--- src/rtl/bibf_pkg.sv ---
`timescale 1ns / 1ps
// ----------------------------------------------------------------------------
// bibf_pkg
// Shared types, constants and codes of the boot image block framer.
// ----------------------------------------------------------------------------
package bibf_pkg;

  // Image geometry
  localparam int WordsPerLine    = 8;
  localparam int QuadGroupLines  = 4;
  localparam int PairGroupLines  = 2;
  localparam int TailWindowLines = 4;

  localparam int BufWords    = QuadGroupLines * WordsPerLine;
  localparam int BufIdxW     = $clog2(BufWords);
  localparam int SlotW       = $clog2(QuadGroupLines);
  localparam int BufLinesW   = $clog2(QuadGroupLines + 1);
  localparam int HeaderHalves = 2;
  localparam int PairResults = HeaderHalves + PairGroupLines * WordsPerLine;
  localparam int QuadResults = HeaderHalves + QuadGroupLines * WordsPerLine;
  localparam int PosW        = $clog2(QuadResults);

  localparam logic [31:0] PairOffset = 32'h0000_0010;
  localparam logic [31:0] QuadOffset = 32'h0000_0030;

  localparam int LineCntW = 24;

  // Command queue between front and back
  localparam int CmdDepth = 2;
  localparam int CmdPtrW  = $clog2(CmdDepth);
  localparam int CmdCntW  = $clog2(CmdDepth + 1);

  // Configuration register indexes
  typedef enum logic [1:0] {
    REG_TOTAL_LINES = 2'd0,
    REG_PAIR_BASE   = 2'd1,
    REG_QUAD_BASE   = 2'd2
  } cfg_reg_e;

  // What the back end does with a line after storing it
  typedef enum logic [1:0] {
    ACT_NONE = 2'd0,
    ACT_PAIR = 2'd1,
    ACT_QUAD = 2'd2,
    ACT_ERR  = 2'd3
  } act_e;

  typedef enum logic [0:0] {
    BK_IDLE = 1'b0,
    BK_EMIT = 1'b1
  } bk_state_e;

  typedef struct packed {
    logic [31:0] line_address;
    logic [15:0] word0;
    logic [15:0] word1;
    logic [15:0] word2;
    logic [15:0] word3;
    logic [15:0] word4;
    logic [15:0] word5;
    logic [15:0] word6;
    logic [15:0] word7;
  } in_item_t;

  typedef struct packed {
    logic [15:0] half;
    logic        is_header;
    logic        status;
    logic        last;
  } out_item_t;

  typedef struct packed {
    logic                              slot_vld;
    logic [SlotW-1:0]                  slot;
    logic [WordsPerLine-1:0][15:0]     words;
    act_e                              action;
    logic [31:0]                       header;
  } cmd_t;

  // Queue status seen by its neighbors
  typedef struct packed {
    logic full;
    logic empty;
  } q_stat_t;

endpackage

--- src/rtl/bibf_front.sv ---
`timescale 1ns / 1ps
// ----------------------------------------------------------------------------
// bibf_front
// Line counter and classifier: holds configuration, decides per line where
// its words go and which block, if any, it closes, and posts a command.
// ----------------------------------------------------------------------------
module bibf_front (
  input  logic                clk_i,
  input  logic                rst_ni,
  input  logic                cfg_we_i,
  input  logic [1:0]          cfg_idx_i,
  input  logic [31:0]         cfg_wdata_i,
  input  logic                push_i,
  input  bibf_pkg::in_item_t  in_item_i,
  input  bibf_pkg::q_stat_t   q_stat_i,
  output logic                cmd_push_o,
  output bibf_pkg::cmd_t      cmd_o
);

  logic [bibf_pkg::LineCntW-1:0]  total_q, total_d;
  logic [31:0]                    pair_base_q, pair_base_d;
  logic [31:0]                    quad_base_q, quad_base_d;
  logic [bibf_pkg::LineCntW-1:0]  line_cnt_q, line_cnt_d;
  logic [bibf_pkg::BufLinesW-1:0] buffered_q, buffered_d;
  logic                           err_q, err_d;

  logic [bibf_pkg::LineCntW-1:0]  cnt_next;
  logic                           accept;
  logic                           tail;
  logic                           pair_due;
  logic                           quad_due;
  logic [31:0]                    offset;
  logic [31:0]                    base;
  logic                           slot_vld;
  bibf_pkg::act_e                 action;

  // Classify the incoming line
  always_comb begin
    accept   = push_i && !q_stat_i.full;
    cnt_next = line_cnt_q + bibf_pkg::LineCntW'(1);
    tail     = (total_q >= bibf_pkg::LineCntW'(bibf_pkg::TailWindowLines)) &&
               (cnt_next > (total_q - bibf_pkg::LineCntW'(bibf_pkg::TailWindowLines)));
    pair_due = tail && ((cnt_next % bibf_pkg::PairGroupLines) == '0);
    quad_due = (cnt_next % bibf_pkg::QuadGroupLines) == '0;
    slot_vld = buffered_q < bibf_pkg::BufLinesW'(bibf_pkg::QuadGroupLines);

    offset = bibf_pkg::QuadOffset;
    base   = quad_base_q;
    action = bibf_pkg::ACT_NONE;
    priority if (pair_due) begin
      offset = bibf_pkg::PairOffset;
      base   = pair_base_q;
      action = bibf_pkg::ACT_PAIR;
    end else if (quad_due) begin
      action = bibf_pkg::ACT_QUAD;
    end
    if (action != bibf_pkg::ACT_NONE && in_item_i.line_address < offset) begin
      action = bibf_pkg::ACT_ERR;
    end
  end

  // Build the command for the back end
  always_comb begin
    cmd_push_o     = accept && !err_q;
    cmd_o.slot_vld = slot_vld;
    cmd_o.slot     = buffered_q[bibf_pkg::SlotW-1:0];
    cmd_o.words[0] = in_item_i.word0;
    cmd_o.words[1] = in_item_i.word1;
    cmd_o.words[2] = in_item_i.word2;
    cmd_o.words[3] = in_item_i.word3;
    cmd_o.words[4] = in_item_i.word4;
    cmd_o.words[5] = in_item_i.word5;
    cmd_o.words[6] = in_item_i.word6;
    cmd_o.words[7] = in_item_i.word7;
    cmd_o.action   = action;
    cmd_o.header   = base + in_item_i.line_address - offset;
  end

  // Next state: a configuration write takes priority over line bookkeeping
  always_comb begin
    total_d     = total_q;
    pair_base_d = pair_base_q;
    quad_base_d = quad_base_q;
    line_cnt_d  = line_cnt_q;
    buffered_d  = buffered_q;
    err_d       = err_q;
    if (cfg_we_i) begin
      unique case (cfg_idx_i)
        bibf_pkg::REG_TOTAL_LINES: begin
          total_d    = cfg_wdata_i[bibf_pkg::LineCntW-1:0];
          line_cnt_d = '0;
          buffered_d = '0;
          err_d      = 1'b0;
        end
        bibf_pkg::REG_PAIR_BASE: pair_base_d = cfg_wdata_i;
        bibf_pkg::REG_QUAD_BASE: quad_base_d = cfg_wdata_i;
        default: ;
      endcase
    end else if (cmd_push_o) begin
      line_cnt_d = cnt_next;
      if (action != bibf_pkg::ACT_NONE) begin
        buffered_d = '0;
      end else if (slot_vld) begin
        buffered_d = buffered_q + bibf_pkg::BufLinesW'(1);
      end
      if (action == bibf_pkg::ACT_ERR) begin
        err_d = 1'b1;
      end
    end
  end

  always_ff @(posedge clk_i or negedge rst_ni) begin
    if (!rst_ni) begin
      total_q     <= '0;
      pair_base_q <= '0;
      quad_base_q <= '0;
      line_cnt_q  <= '0;
      buffered_q  <= '0;
      err_q       <= 1'b0;
    end else begin
      total_q     <= total_d;
      pair_base_q <= pair_base_d;
      quad_base_q <= quad_base_d;
      line_cnt_q  <= line_cnt_d;
      buffered_q  <= buffered_d;
      err_q       <= err_d;
    end
  end

  // The buffer never claims more than one group of lines
  a_buffered_range: assert property (@(posedge clk_i) disable iff (!rst_ni)
    buffered_q <= bibf_pkg::BufLinesW'(bibf_pkg::QuadGroupLines))
    else $error("buffered line count out of range");

  // Sticky error: once set, no further command leaves until a restart
  a_err_blocks: assert property (@(posedge clk_i) disable iff (!rst_ni)
    err_q |-> !cmd_push_o)
    else $error("command posted while error is set");

endmodule

--- src/rtl/bibf_cmd_fifo.sv ---
`timescale 1ns / 1ps
// ----------------------------------------------------------------------------
// bibf_cmd_fifo
// Short command queue that decouples the classifier from the emitter.
// ----------------------------------------------------------------------------
module bibf_cmd_fifo (
  input  logic               clk_i,
  input  logic               rst_ni,
  input  logic               push_i,
  input  bibf_pkg::cmd_t     cmd_i,
  input  logic               pop_i,
  output bibf_pkg::cmd_t     cmd_o,
  output bibf_pkg::q_stat_t  stat_o
);

  bibf_pkg::cmd_t                mem_q [bibf_pkg::CmdDepth];
  logic [bibf_pkg::CmdPtrW-1:0]  wr_ptr_q, wr_ptr_d;
  logic [bibf_pkg::CmdPtrW-1:0]  rd_ptr_q, rd_ptr_d;
  logic [bibf_pkg::CmdCntW-1:0]  cnt_q, cnt_d;
  logic                          do_push;
  logic                          do_pop;

  function automatic logic [bibf_pkg::CmdPtrW-1:0] ptr_inc(
    input logic [bibf_pkg::CmdPtrW-1:0] ptr
  );
    logic [bibf_pkg::CmdPtrW-1:0] nxt;
    if (ptr == bibf_pkg::CmdPtrW'(bibf_pkg::CmdDepth - 1)) begin
      nxt = '0;
    end else begin
      nxt = ptr + bibf_pkg::CmdPtrW'(1);
    end
    return nxt;
  endfunction

  // Advance pointers and occupancy
  always_comb begin
    stat_o.full  = cnt_q == bibf_pkg::CmdCntW'(bibf_pkg::CmdDepth);
    stat_o.empty = cnt_q == '0;
    do_push      = push_i && !stat_o.full;
    do_pop       = pop_i && !stat_o.empty;
    wr_ptr_d     = do_push ? ptr_inc(wr_ptr_q) : wr_ptr_q;
    rd_ptr_d     = do_pop ? ptr_inc(rd_ptr_q) : rd_ptr_q;
    cnt_d        = cnt_q;
    if (do_push && !do_pop) begin
      cnt_d = cnt_q + bibf_pkg::CmdCntW'(1);
    end else if (do_pop && !do_push) begin
      cnt_d = cnt_q - bibf_pkg::CmdCntW'(1);
    end
    cmd_o = mem_q[rd_ptr_q];
  end

  always_ff @(posedge clk_i or negedge rst_ni) begin
    if (!rst_ni) begin
      wr_ptr_q <= '0;
      rd_ptr_q <= '0;
      cnt_q    <= '0;
    end else begin
      wr_ptr_q <= wr_ptr_d;
      rd_ptr_q <= rd_ptr_d;
      cnt_q    <= cnt_d;
    end
  end

  // Store the request payload
  always_ff @(posedge clk_i) begin
    if (do_push) begin
      mem_q[wr_ptr_q] <= cmd_i;
    end
  end

  a_cnt_range: assert property (@(posedge clk_i) disable iff (!rst_ni)
    cnt_q <= bibf_pkg::CmdCntW'(bibf_pkg::CmdDepth))
    else $error("command queue overfilled");

endmodule

--- src/rtl/bibf_back.sv ---
`timescale 1ns / 1ps
// ----------------------------------------------------------------------------
// bibf_back
// Emitter: owns the word buffer, stores each line, and streams header and
// data halfwords of each due block, or one error result, into a one-entry result register.
// ----------------------------------------------------------------------------
module bibf_back (
  input  logic                 clk_i,
  input  logic                 rst_ni,
  input  bibf_pkg::cmd_t       cmd_i,
  input  bibf_pkg::q_stat_t    q_stat_i,
  output logic                 cmd_pop_o,
  input  logic                 pop,
  output logic                 empty,
  output bibf_pkg::out_item_t  out_item_o
);

  bibf_pkg::bk_state_e        state_q, state_d;
  logic [bibf_pkg::PosW-1:0]  pos_q, pos_d;
  logic [bibf_pkg::PosW-1:0]  last_pos_q;
  logic                       err_q;
  logic [31:0]                hdr_q;
  logic [15:0]                buf_q [bibf_pkg::BufWords];
  bibf_pkg::out_item_t        out_q, res;
  logic                       out_vld_q, out_vld_d;

  logic                         out_free;
  logic                         load;
  logic [bibf_pkg::BufIdxW-1:0] widx;

  // Pick the result for the current position
  always_comb begin
    widx = bibf_pkg::BufIdxW'(pos_q - bibf_pkg::PosW'(bibf_pkg::HeaderHalves));
    res  = '0;
    priority if (err_q) begin
      res.status = 1'b1;
      res.last   = 1'b1;
    end else if (pos_q == '0) begin
      res.half      = hdr_q[31:16];
      res.is_header = 1'b1;
    end else if (pos_q == bibf_pkg::PosW'(1)) begin
      res.half      = hdr_q[15:0];
      res.is_header = 1'b1;
    end else begin
      res.half = buf_q[widx];
      res.last = pos_q == last_pos_q;
    end
  end

  // Sequencer: take a request, then emit its results one per free slot
  always_comb begin
    out_free  = !out_vld_q || pop;
    cmd_pop_o = 1'b0;
    load      = 1'b0;
    state_d   = state_q;
    pos_d     = pos_q;
    unique case (state_q)
      bibf_pkg::BK_IDLE: begin
        if (!q_stat_i.empty) begin
          cmd_pop_o = 1'b1;
          pos_d     = '0;
          if (cmd_i.action != bibf_pkg::ACT_NONE) begin
            state_d = bibf_pkg::BK_EMIT;
          end
        end
      end
      bibf_pkg::BK_EMIT: begin
        if (out_free) begin
          load  = 1'b1;
          pos_d = pos_q + bibf_pkg::PosW'(1);
          if (pos_q == last_pos_q) begin
            state_d = bibf_pkg::BK_IDLE;
          end
        end
      end
      default: state_d = bibf_pkg::BK_IDLE;
    endcase
    out_vld_d = load ? 1'b1 : (pop ? 1'b0 : out_vld_q);
  end

  always_ff @(posedge clk_i or negedge rst_ni) begin
    if (!rst_ni) begin
      state_q   <= bibf_pkg::BK_IDLE;
      pos_q     <= '0;
      out_vld_q <= 1'b0;
    end else begin
      state_q   <= state_d;
      pos_q     <= pos_d;
      out_vld_q <= out_vld_d;
    end
  end

  // Latch block parameters and store the line's words
  always_ff @(posedge clk_i) begin
    if (cmd_pop_o) begin
      hdr_q <= cmd_i.header;
      err_q <= cmd_i.action == bibf_pkg::ACT_ERR;
      unique case (cmd_i.action)
        bibf_pkg::ACT_PAIR: last_pos_q <= bibf_pkg::PosW'(bibf_pkg::PairResults - 1);
        bibf_pkg::ACT_QUAD: last_pos_q <= bibf_pkg::PosW'(bibf_pkg::QuadResults - 1);
        default:            last_pos_q <= '0;
      endcase
      if (cmd_i.slot_vld) begin
        for (int i = 0; i < bibf_pkg::WordsPerLine; i++) begin
          buf_q[bibf_pkg::BufIdxW'(int'(cmd_i.slot) * bibf_pkg::WordsPerLine + i)]
            <= cmd_i.words[i];
        end
      end
    end
    if (load) begin
      out_q <= res;
    end
  end

  assign empty      = !out_vld_q;
  assign out_item_o = out_q;

  a_pos_range: assert property (@(posedge clk_i) disable iff (!rst_ni)
    (state_q == bibf_pkg::BK_EMIT) |-> (pos_q <= last_pos_q))
    else $error("emit position past end of block");

  a_err_single: assert property (@(posedge clk_i) disable iff (!rst_ni)
    (state_q == bibf_pkg::BK_EMIT && err_q) |-> (last_pos_q == '0))
    else $error("error block longer than one result");

  a_last_ends: assert property (@(posedge clk_i) disable iff (!rst_ni)
    (load && res.last) |=> (state_q == bibf_pkg::BK_IDLE))
    else $error("emitter kept running after last result");

endmodule

--- src/rtl/boot_image_block_framer.sv ---
`timescale 1ns / 1ps
// ----------------------------------------------------------------------------
// boot_image_block_framer
// Frames boot image lines into pair and quad blocks of big-endian halfwords.
//
//   channel  direction  handshake          payload
//   input    in         push / full        in_item_i  (address, 8 words)
//   result   out        empty / pop        out_item_o (half, flags)
//   config   in         cfg_we_i           cfg_idx_i, cfg_wdata_i
//
// A line that closes no block is only stored by the back end; a pair block
// line also yields 18 results and a quad block line 34, emitted at one
// halfword per cycle while the result register is free.
// The front takes one line per cycle while the two-entry command queue has
// room, so it keeps accepting while results wait on the output register.
// Reset is asynchronous, active low, and needs no clearing pass.
// ----------------------------------------------------------------------------
module boot_image_block_framer (
  input  logic                 clk_i,
  input  logic                 rst_ni,
  input  logic                 cfg_we_i,
  input  logic [1:0]           cfg_idx_i,
  input  logic [31:0]          cfg_wdata_i,
  input  logic                 push,
  output logic                 full,
  input  bibf_pkg::in_item_t   in_item_i,
  output logic                 empty,
  input  logic                 pop,
  output bibf_pkg::out_item_t  out_item_o
);

  bibf_pkg::cmd_t     front_cmd;
  bibf_pkg::cmd_t     back_cmd;
  bibf_pkg::q_stat_t  q_stat;
  logic               cmd_push;
  logic               cmd_pop;

  bibf_front u_front (
    .clk_i       (clk_i),
    .rst_ni      (rst_ni),
    .cfg_we_i    (cfg_we_i),
    .cfg_idx_i   (cfg_idx_i),
    .cfg_wdata_i (cfg_wdata_i),
    .push_i      (push),
    .in_item_i   (in_item_i),
    .q_stat_i    (q_stat),
    .cmd_push_o  (cmd_push),
    .cmd_o       (front_cmd)
  );

  bibf_cmd_fifo u_cmd_fifo (
    .clk_i  (clk_i),
    .rst_ni (rst_ni),
    .push_i (cmd_push),
    .cmd_i  (front_cmd),
    .pop_i  (cmd_pop),
    .cmd_o  (back_cmd),
    .stat_o (q_stat)
  );

  bibf_back u_back (
    .clk_i      (clk_i),
    .rst_ni     (rst_ni),
    .cmd_i      (back_cmd),
    .q_stat_i   (q_stat),
    .cmd_pop_o  (cmd_pop),
    .pop        (pop),
    .empty      (empty),
    .out_item_o (out_item_o)
  );

  assign full = q_stat.full;

endmodule

--- config.mk ---
export PLATFORM = sky130hd
export DESIGN_NAME = boot_image_block_framer
export DESIGN_NICKNAME = d
export VERILOG_FILES = /design/src/rtl/bibf_pkg.sv /design/src/rtl/bibf_front.sv /design/src/rtl/bibf_cmd_fifo.sv /design/src/rtl/bibf_back.sv /design/src/rtl/boot_image_block_framer.sv
export SDC_FILE = /design/constraint.sdc
export NUM_CORES = 1
export LEC_CHECK = 0
export BUFFER_PORTS_ARGS = -buffer_cell sky130_fd_sc_hd__clkbuf_2
export CAP_MARGIN = 25
export CORE_ASPECT_RATIO = 2
export CORE_MARGIN = 8
export CORE_UTILIZATION = 61
export CTS_BUF_LIST = sky130_fd_sc_hd__clkbuf_16
export CTS_CLUSTER_DIAMETER = 30
export DETAILED_ROUTE_END_ITERATION = 6
export GPL_TIMING_DRIVEN = 0
export PLACE_DENSITY = 0.83
export SETUP_SLACK_MARGIN = 0.5
export SLEW_MARGIN = 20
export SYNTH_ARGS = -nofsm -noshare
export SYNTH_HDL_FRONTEND = slang
export SYNTH_SLANG_ARGS = --single-unit
--- constraint.sdc ---
create_clock -name clk_i -period 13.5 [get_ports clk_i]
set_input_delay 4.05 -clock clk_i [delete_from_list [all_inputs] [get_ports clk_i]]
set_output_delay 4.05 -clock clk_i [all_outputs]
set_load 0.03 [all_outputs]
== Yosys cells after proc, flatten, opt, wreduce, memory -nomap -nowiden ==
Memory sizes are Yosys's and may differ from the RTL's.
Cells that the tools add are included.
Operators by class
  add/sub/neg operators: 18
  $lt $le $gt $ge: 4
  eq/ne operators: 12
  multiplexer cells: 47
  bitwise logic cells: 1
  reductions and logical operators: 36
Operators with widths (count)
  two-way mux 24 bit: 3
  logical NOT 32 bit: 2
  adder 32 bit: 1
  < comparator 32 x 6 -> 1 bit: 1
  two-way mux 32 bit: 1
  subtractor 32 x 6 -> 32 bit: 1
  two-way mux 1 bit: 25
  adder 24 x 1 -> 24 bit, second input constant: 1
  greater-or-equal comparator 24 x 3 -> 1 bit, second input constant: 1
  > comparator 24 bit: 1
  one-hot mux 6 bit (2 select lines): 2
  subtractor 24 x 3 -> 24 bit, second input constant: 1
  adder 5 x 3 -> 5 bit, second input constant: 4
  two-way mux 6 bit: 3
  two-way mux 17 bit: 1
  two-way mux 16 bit: 1
  two-way mux 3 bit: 5
  nonzero test 2 bit: 7
  adder 5 x 2 -> 5 bit, second input constant: 2
  == test 2 bit, second input constant: 5
  two-way mux 2 bit: 5
  AND reduction 2 bit: 5
  logical AND 1 bit: 9
  adder 6 x 1 -> 6 bit, second input constant: 1
  20 further kinds: 30
Word-level totals
  bits in registers: 186
  RAM bits: 842
  input port bits: 199
  output and inout port bits: 21
  word-level logic and storage cells: 139
  memories kept: 2
Memory list
  u_back.buf_q: depth 32, bits a word 16, rd ports 1, clocked after memory_dff 0, wr ports 8, RTL line bibf_back.sv:23  | logic [15:0] buf_q [bibf_pkg::BufWords];
  u_cmd_fifo.mem_q: depth 2, bits a word 165, rd ports 1, clocked after memory_dff 0, wr ports 1, RTL line bibf_cmd_fifo.sv:16  | bibf_pkg::cmd_t mem_q [bibf_pkg::CmdDepth];

== Depth between registers and ports, before layout ==
Gate-level depths: netlist (run 1).
  depth in word-level cells: 12
  depth in mapped cells: 29
  mapped depth without buffers: 25

== Hierarchy ==
From an unflattened synthesis (run 1), not the netlist that was laid out.
Second synthesis, totals
  cells, all modules: 2725
  area total of the unflattened synthesis: 44033.5 um^2
By module, submodules not included
  bibf_back: times used 1, cells each 1156, area each 22539.1 um^2
  bibf_cmd_fifo: times used 1, cells each 532, area each 12146.6 um^2
  bibf_front: times used 1, cells each 1037, area each 9347.7 um^2

== Least setup slack after synthesis (run 1) ==
No wires, ideal clock.
  kind: input-to-reg
  start point: input push
  end point: memory u_cmd_fifo.mem_q[0][0] in the netlist's numbering, enable pin
  data arrival time: 11.493 ns
  data required time: 12.808 ns
  slack: 1.315 ns
  stages: 3
  buffers on the path: 1
  cells stage by stage: or3b_2 -> clkbuf_1 -> nor2_1
On the way
  cells in the longest elaborated chain, start to end: 5
Ends and longest elaborated chain
  start: declaration: RTL line boot_image_block_framer.sv:24  | input logic push,
  logical AND 1 bit: RTL line bibf_front.sv:39  | accept = push_i && !q_stat_i.full;
  logical AND 1 bit: RTL line bibf_front.sv:64  | cmd_push_o = accept && !err_q;
  logical AND 1 bit: RTL line bibf_cmd_fifo.sv:39  | do_push = push_i && !stat_o.full;
  two-way mux 1 bit: RTL line bibf_cmd_fifo.sv:66  | if (do_push) begin
  two-way mux 1 bit (implied by the code): RTL line bibf_cmd_fifo.sv:67  | mem_q[wr_ptr_q] <= cmd_i;
  end: declaration: RTL line bibf_cmd_fifo.sv:16
Every way passes these cells.

==> results.cfg, run 1 <==
[timing]
slew_viol_final = 0
hold_violations = 0
slew_headroom_pct = 23.6
skew_ns = 0.0361
worst_pin_slew_ns = 1.15
timing.fmax_ghz = 0.120
whs_ns = 0.492
fin_crit_sh_pct = 61.9
rsz0062_at_grt = no
setup_viol = 0
period_minus_slack_ns = 8.35
final.setup.worst_slack_ns = 5.15

[clock_tree]
clkTransAtPathRegs_ns = 0.07
clock-sinks = 1025
holdBufCountCts = 0
cts_made_buffers = 109
postCtsResizedCells = 0
cts_root_buffer = clkbuf_16
cts_tree = built
clk_latency_ns = 0.71
postCtsSetupRepairBufs = 0
h-tree-depth = 3
cts_buffer_depth = 3

[final_layout]
nets = 3042
fill_cells = 4013
drive_gt1_share_pct = 31.8
areaGrowthSynthToFinish_pct = 16.7

[global_route]
grt_pass1_vias = 25990
antenna_found_initial = 8
grt_pass1_wl_microns = 172000
track_usage_pct = 30.4
overflow = 0
grt_max_degree = 74

[synthesis]
synth_edf_count = 897
synth_seq_area_share_pct = 71.1
netlist.area_leader.share_pct = 63.6
ys_types = 58
synth_area_leaders = edfxtp_1, mux4_2, dfrtp_1
synthArstFlopShare_pct = 12.5
yosysWarnings = 0
yosysTopAreaCell = edfxtp_1
synth_seq_cells = 1025
synth_flop_cell = edfxtp_1
synthCells = 2368
synth_area_per_cell_sq_um = 17.9
syn_nets = 2668
syn_area_sq_um = 42400

[drt]
dr.pass1.iters = 7
drc_errors = 0
routedWlPerCell_microns = 31.9
wl_microns = 119000
drt_iter0_drc = 2308
viasPerCell = 6.52
ant_nets = 0
dr_total_vias = 24406

[placed_design]
pre_cts_slack_ns = 5.29
place_congestion = 0.960
portBuffers = 218
hpwl_microns = 80500

[critical_path]
crit_buf_inv = 4
end_kind = flop
path_common_cell = ha_1
cp_max_fo = 10
cp_top_family = simple AND/OR/NAND/NOR gates
critPathMaxStageDelay_ns = 0.70
worstPathArrival_ns = 8.79
worst_path_max_delay_cell = a311oi_1
required_ns = 13.94
worstSetupStartpointType = flop
critPathKind = reg -> reg

[job]
maxCapViolations = 0

[power_and_ir_drop]
p_leak_nw = 18.0
p_clk_share_pct = 27.8
power.switching_mw = 3.88
ir_drop_mv = 0.208
p_int_mw = 7.46
pwr-share-seq_pct = 40.3
netSwitchingFraction_pct = 34.2
pwr-share-comb_pct = 31.9
power_density_nw_per_um2 = 229

[run_status]
status = finished clean

[floorplanning]
dieHeight_microns = 389
num_io_pins = 220
core_area_sq_um = 68700
fp.dieW_microns = 202
dieArea_sq_um = 78700
rows = 136
start_util_pct = 61.6

[hold_path]
hold_path_class = reg -> reg
-- placed cells by master, fill, tap and decap left out, types with 34 or more instances in the layout --
master / n
ha_1: 100
xnor2_1: 55
dfrtp_1: 128
a21oi_1: 54
nand2_1: 139
clkbuf_1: 55
clkbuf_2: 228
inv_1: 107
clkbuf_16: 111
mux4_2: 160
o21ai_0: 34
edfxtp_1: 897
mux2_2: 230
mux2i_1: 47
nor2_1: 69
-- worst paths after layout --
path | startpoint | to | slack (ns) | cells after the start
max | u_front.line_cnt_q[6]$_DFFE_PN0P_ | u_cmd_fifo.mem_q[1][30]$_DFFE_PP_ | 5.15 | 27
min | u_front.err_q$_DFFE_PN0P_ | u_front.err_q$_DFFE_PN0P_ | 0.49 | 2
max reg2reg | u_front.line_cnt_q[6]$_DFFE_PN0P_ | u_cmd_fifo.mem_q[1][30]$_DFFE_PP_ | 5.15 | 27
min reg2reg | u_front.err_q$_DFFE_PN0P_ | u_front.err_q$_DFFE_PN0P_ | 0.49 | 2
max in group asynchronous | rst_ni | u_front.quad_base_q[8]$_DFFE_PN0P_ | 9.40 | 2
min in group asynchronous | rst_ni | u_front.pair_base_q[31]$_DFFE_PN0P_ | 3.34 | 1
-- synth_stat cells (8+ instances only) --
library cell	count
edfxtp_1	897
mux2_2	230
mux4_2	160
nand2_1	139
dfrtp_1	128
inv_1	102
ha_1	100
nor2_1	74
clkbuf_1	66
xnor2_1	55
a21oi_1	54
mux2i_1	47
o21ai_0	34
nand3_1	30
a21o_1	25
xor2_1	25
buf_2	21
a22o_1	16
nand4_1	16
nor3_1	15
and3_1	14
nor4_1	14
o31ai_1	9
and2_1	8
nand2b_1	8
-- power by group through the flow --
stage | Clock, mW | Sequential [mW] | Combinational [mW]
floorplan | 0 | 4.64 | 2.08
global placement | 0 | 4.70 | 3.19
detailed placement | 0 | 4.60 | 3.47
CTS | 3.16 | 4.56 | 3.58
global route | 3.26 | 4.59 | 3.75
finish | 3.15 | 4.57 | 3.61
-- metal layers --
metal  vias to the layer above  track usage [%]  routed length (microns)
met3                       381             6.14                    10400
met1                     12293             31.6                    36600
met5                         -                0                        0
met2                      1712             54.0                    62700
li1                      10020                -                        -
met4                         0             21.6                     9490
-- cells by family after synthesis --
kind of cell	synth area share (%)
buffers and inverters	1.79
AO/OA/AOI/OAI	2.71
multiplexers	15.7
AND/OR/NAND/NOR	3.97
adder cells (fa/ha/maj)	3.00
flip-flops	71.1
XOR/XNOR	1.69
-- state kept, by name, indices dropped and copies added, names as in the netlist --
register	count
u_back.out_vld_q	1
u_front.err_q	1
u_back.last_pos_q	3
u_front.quad_base_q	32
u_cmd_fifo.cnt_q	2
u_back.state_q	1
u_front.pair_base_q	32
u_back.err_q	1
u_front.total_q	24
u_front.line_cnt_q	24
u_back.pos_q	6
u_back.buf_q	512
u_cmd_fifo.wr_ptr_q	1
u_front.buffered_q	3
u_cmd_fifo.mem_q	330
u_cmd_fifo.rd_ptr_q	1
u_back.hdr_q	32
u_back.out_item_o	19
-- cell type report --
class	instances	area, sq um	share of cell area, %
Timing Repair Buffer	263	2100	4.24
Sequential cell	1025	30100	60.9
Antenna cell	8	20.0	0.0405
Tap cell	897	1120	2.27
Inverter	102	383	0.774
Clock buffer	111	2780	5.61
Buffer	93	390	0.789
Clock inverter	96	1020	2.05
Multi-Input combinational cell	1148	11500	23.3
-- worst min-delay path: stages (launching register included) --
cell	delay [ns]
dfrtp_1	0.34
a31oi_1	0.05
nor2_1	0.07
-- stage by stage --
step	cells	setup TNS [ns]	area, sq um	utilization, %	total power, mW
6_report	3743	0	49500	72.0	11.3
5_1_grt	3736	0	49500	71.9	11.6
4_1_cts	3732	0	49400	71.9	11.3
3_5_place_dp	3525	0	45600	66.3	8.07
3_3_place_gp	3483	-456.64	44600	64.9	7.88
2_1_floorplan	2368	0	42400	-	6.72
Note: power is estimated with default switching activity, not from simulation.
==> run 2, diff against run 1 <==
CORE_UTILIZATION = 55   (was 61)
PLACE_DENSITY = 0.8   (was 0.83)
clock period = 7.65 ns   (was 13.5 ns; I/O delays follow)
==> run 2 against run 1 <==
Net effect:
- non-clock buffer count rose by 6
- critical path type unchanged
- cell count rose by 3.5%
- worst setup slack worse by 4.4 ns
- fmax increased by 21%
- power grew 75%
- final area rose by 0.80%
- critical path depth is 2 lower
- sequential power is 75% higher
- sequential cell count stayed put
- largest cell class unchanged
- register-to-register slack lost 4.4 ns
- via count shrank 3.8%
- die area grew 10%
==> results.cfg, run 2 (same netlist as run 1, synthesis figures left out) <==
[clock_tree]
cts_buffer_depth = 3
h-tree-depth = 3
cts_tree = built
clk_latency_ns = 0.73
clkTransAtPathRegs_ns = 0.06
holdBufCountCts = 0
cts_root_buffer = clkbuf_16
clock-sinks = 1025
cts_made_buffers = 112

[critical_path]
worst_path_max_delay_cell = or4b_4
critPathMaxStageDelay_ns = 0.51
required_ns = 8.06
critPathKind = reg -> reg
worstSetupStartpointType = flop
end_kind = flop
cp_max_fo = 8
worstPathArrival_ns = 7.31

[global_route]
grt_pass1_vias = 25299
overflow = 0
antenna_found_initial = 13
track_usage_pct = 26.0
grt_pass1_wl_microns = 163000
grt_max_degree = 96

[floorplanning]
core_area_sq_um = 76800
dieArea_sq_um = 86700
start_util_pct = 55.2
rows = 144
num_io_pins = 220
dieHeight_microns = 409
fp.dieW_microns = 212

[final_layout]
areaGrowthSynthToFinish_pct = 17.7
final_cell_mix = edfxtp_1, mux2_2, clkbuf_2
nets = 3051
largest_reg_flops = 512
top_register = u_back.buf_q
drive_gt1_share_pct = 32.8
top_regs = u_back.buf_q: 512 flops, u_cmd_fifo.mem_q: 330 flops
mostFrequentLayoutCell = edfxtp_1

[drt]
dr.pass1.iters = 5
ant_nets = 0
wl_microns = 112000
drc_errors = 0
drt_iter0_drc = 1956
routedWlPerCell_microns = 29.0
viasPerCell = 6.06
dr_total_vias = 23485

[job]
maxCapViolations = 0

[timing]
fin_crit_sh_pct = 90.1
setup_viol = 0
worst_pin_slew_ns = 1.11
slew_headroom_pct = 26.0
skew_ns = 0.0513
final.setup.worst_slack_ns = 0.754
slew_viol_final = 0
whs_ns = 0.492
rsz0062_at_grt = no
hold_violations = 0
timing.fmax_ghz = 0.145
setup_tns_ns = 0
period_minus_slack_ns = 6.90

[placed_design]
place_congestion = 0.929
hpwl_microns = 79100
portBuffers = 218
pre_cts_slack_ns = -1.15

[power_and_ir_drop]
pwr-share-seq_pct = 40.4
power.switching_mw = 6.66
power_density_nw_per_um2 = 398
pwr-share-comb_pct = 31.7
p_leak_nw = 18.1
netSwitchingFraction_pct = 33.5
p_int_mw = 13.2
ir_drop_mv = 0.270
fin_total_pwr_mw = 19.9
p_clk_share_pct = 27.9

[hold_path]
hold_path_class = reg -> reg

[run_status]
status = finished clean
## run 2: changes by cell type in the layout (fill, tap and decap cells not counted), sizes merged
cell,previous run,this run
inv,154,132
clkbuf,395,398
clkinv,29,49
clkinvlp,6,10
buf,72,77
diode,8,4
## run 2: layout make-up
| cell class | instances | area, sq um |
|---|---|---|
| Antenna cell | 4 | 10.0 |
| Buffer | 93 | 417 |
| Clock buffer | 113 | 2830 |
| Clock inverter | 98 | 1060 |
| Fill cell | 5141 | 26900 |
| Inverter | 102 | 383 |
| Multi-Input combinational cell | 1148 | 11700 |
| Sequential cell | 1025 | 30100 |
| Tap cell | 1022 | 1280 |
| Timing Repair Buffer | 269 | 2090 |
## run 2: path summary, 6_finish.rpt
kind,depth (start not counted),slack [ns],start,end
hold / removal,1,0.49,u_cmd_fifo.cnt_q[1]$_DFFE_PN0P_,u_cmd_fifo.cnt_q[1]$_DFFE_PN0P_
setup reg to reg,25,0.75,u_front.line_cnt_q[6]$_DFFE_PN0P_,u_cmd_fifo.mem_q[0][31]$_DFFE_PP_
setup / recovery,25,0.75,u_front.line_cnt_q[6]$_DFFE_PN0P_,u_cmd_fifo.mem_q[0][31]$_DFFE_PP_
max in group asynchronous,2,5.31,rst_ni,u_front.line_cnt_q[2]$_DFFE_PN0P_
min in group asynchronous,1,1.51,rst_ni,u_back.pos_q[5]$_DFFE_PN0P_
hold reg to reg,1,0.49,u_cmd_fifo.cnt_q[1]$_DFFE_PN0P_,u_cmd_fifo.cnt_q[1]$_DFFE_PN0P_
## run 2: critical path: cells and delay by family (launching register included)
family / cells / cell delay [ns]
adder cells (fa/ha/maj): 3 / 0.98
XOR/XNOR: 2 / 0.49
buffers and inverters: 3 / 0.64
multiplexers: 1 / 0.37
flip-flops: 1 / 0.42
AND/OR/NAND/NOR: 12 / 2.72
AO/OA/AOI/OAI: 4 / 0.99
## run 2: repair_timing
action	CTS	global route
gates cloned	0	0
pin swaps	6	2
resized for setup	29	17
setup endpoints to repair	44	22
hold endpoints to repair	0	0
buffers inserted	6	1
## run 2: power by group through the flow
stage | registers [mW] | clock network, mW | logic (mW)
2_1_floorplan | 8.12 | 0 | 3.67
3_3_place_gp | 8.19 | 0 | 5.71
3_5_place_dp | 8.10 | 0 | 6.15
4_1_cts | 8.02 | 5.61 | 6.30
5_1_grt | 8.08 | 5.79 | 6.62
6_report | 8.02 | 5.54 | 6.30
## run 2: per-layer routing
metal / up-vias / routed length [microns] / track usage (%)
li1: 10009 / - / -
met1: 11870 / 36100 / 27.2
met2: 1262 / 59400 / 46.5
met3: 330 / 8490 / 5.48
met4: 14 / 8150 / 17.1
met5: - / 94 / 0
## run 2: through the flow
step,cell area [sq um],cells,utilization (%)
after global placement,44800,3608,58.3
after CTS,49700,3866,64.8
after floorplan,42400,2368,-
after detailed placement,45700,3649,59.6
after global routing,49900,3870,65.0
final,49900,3874,65.0
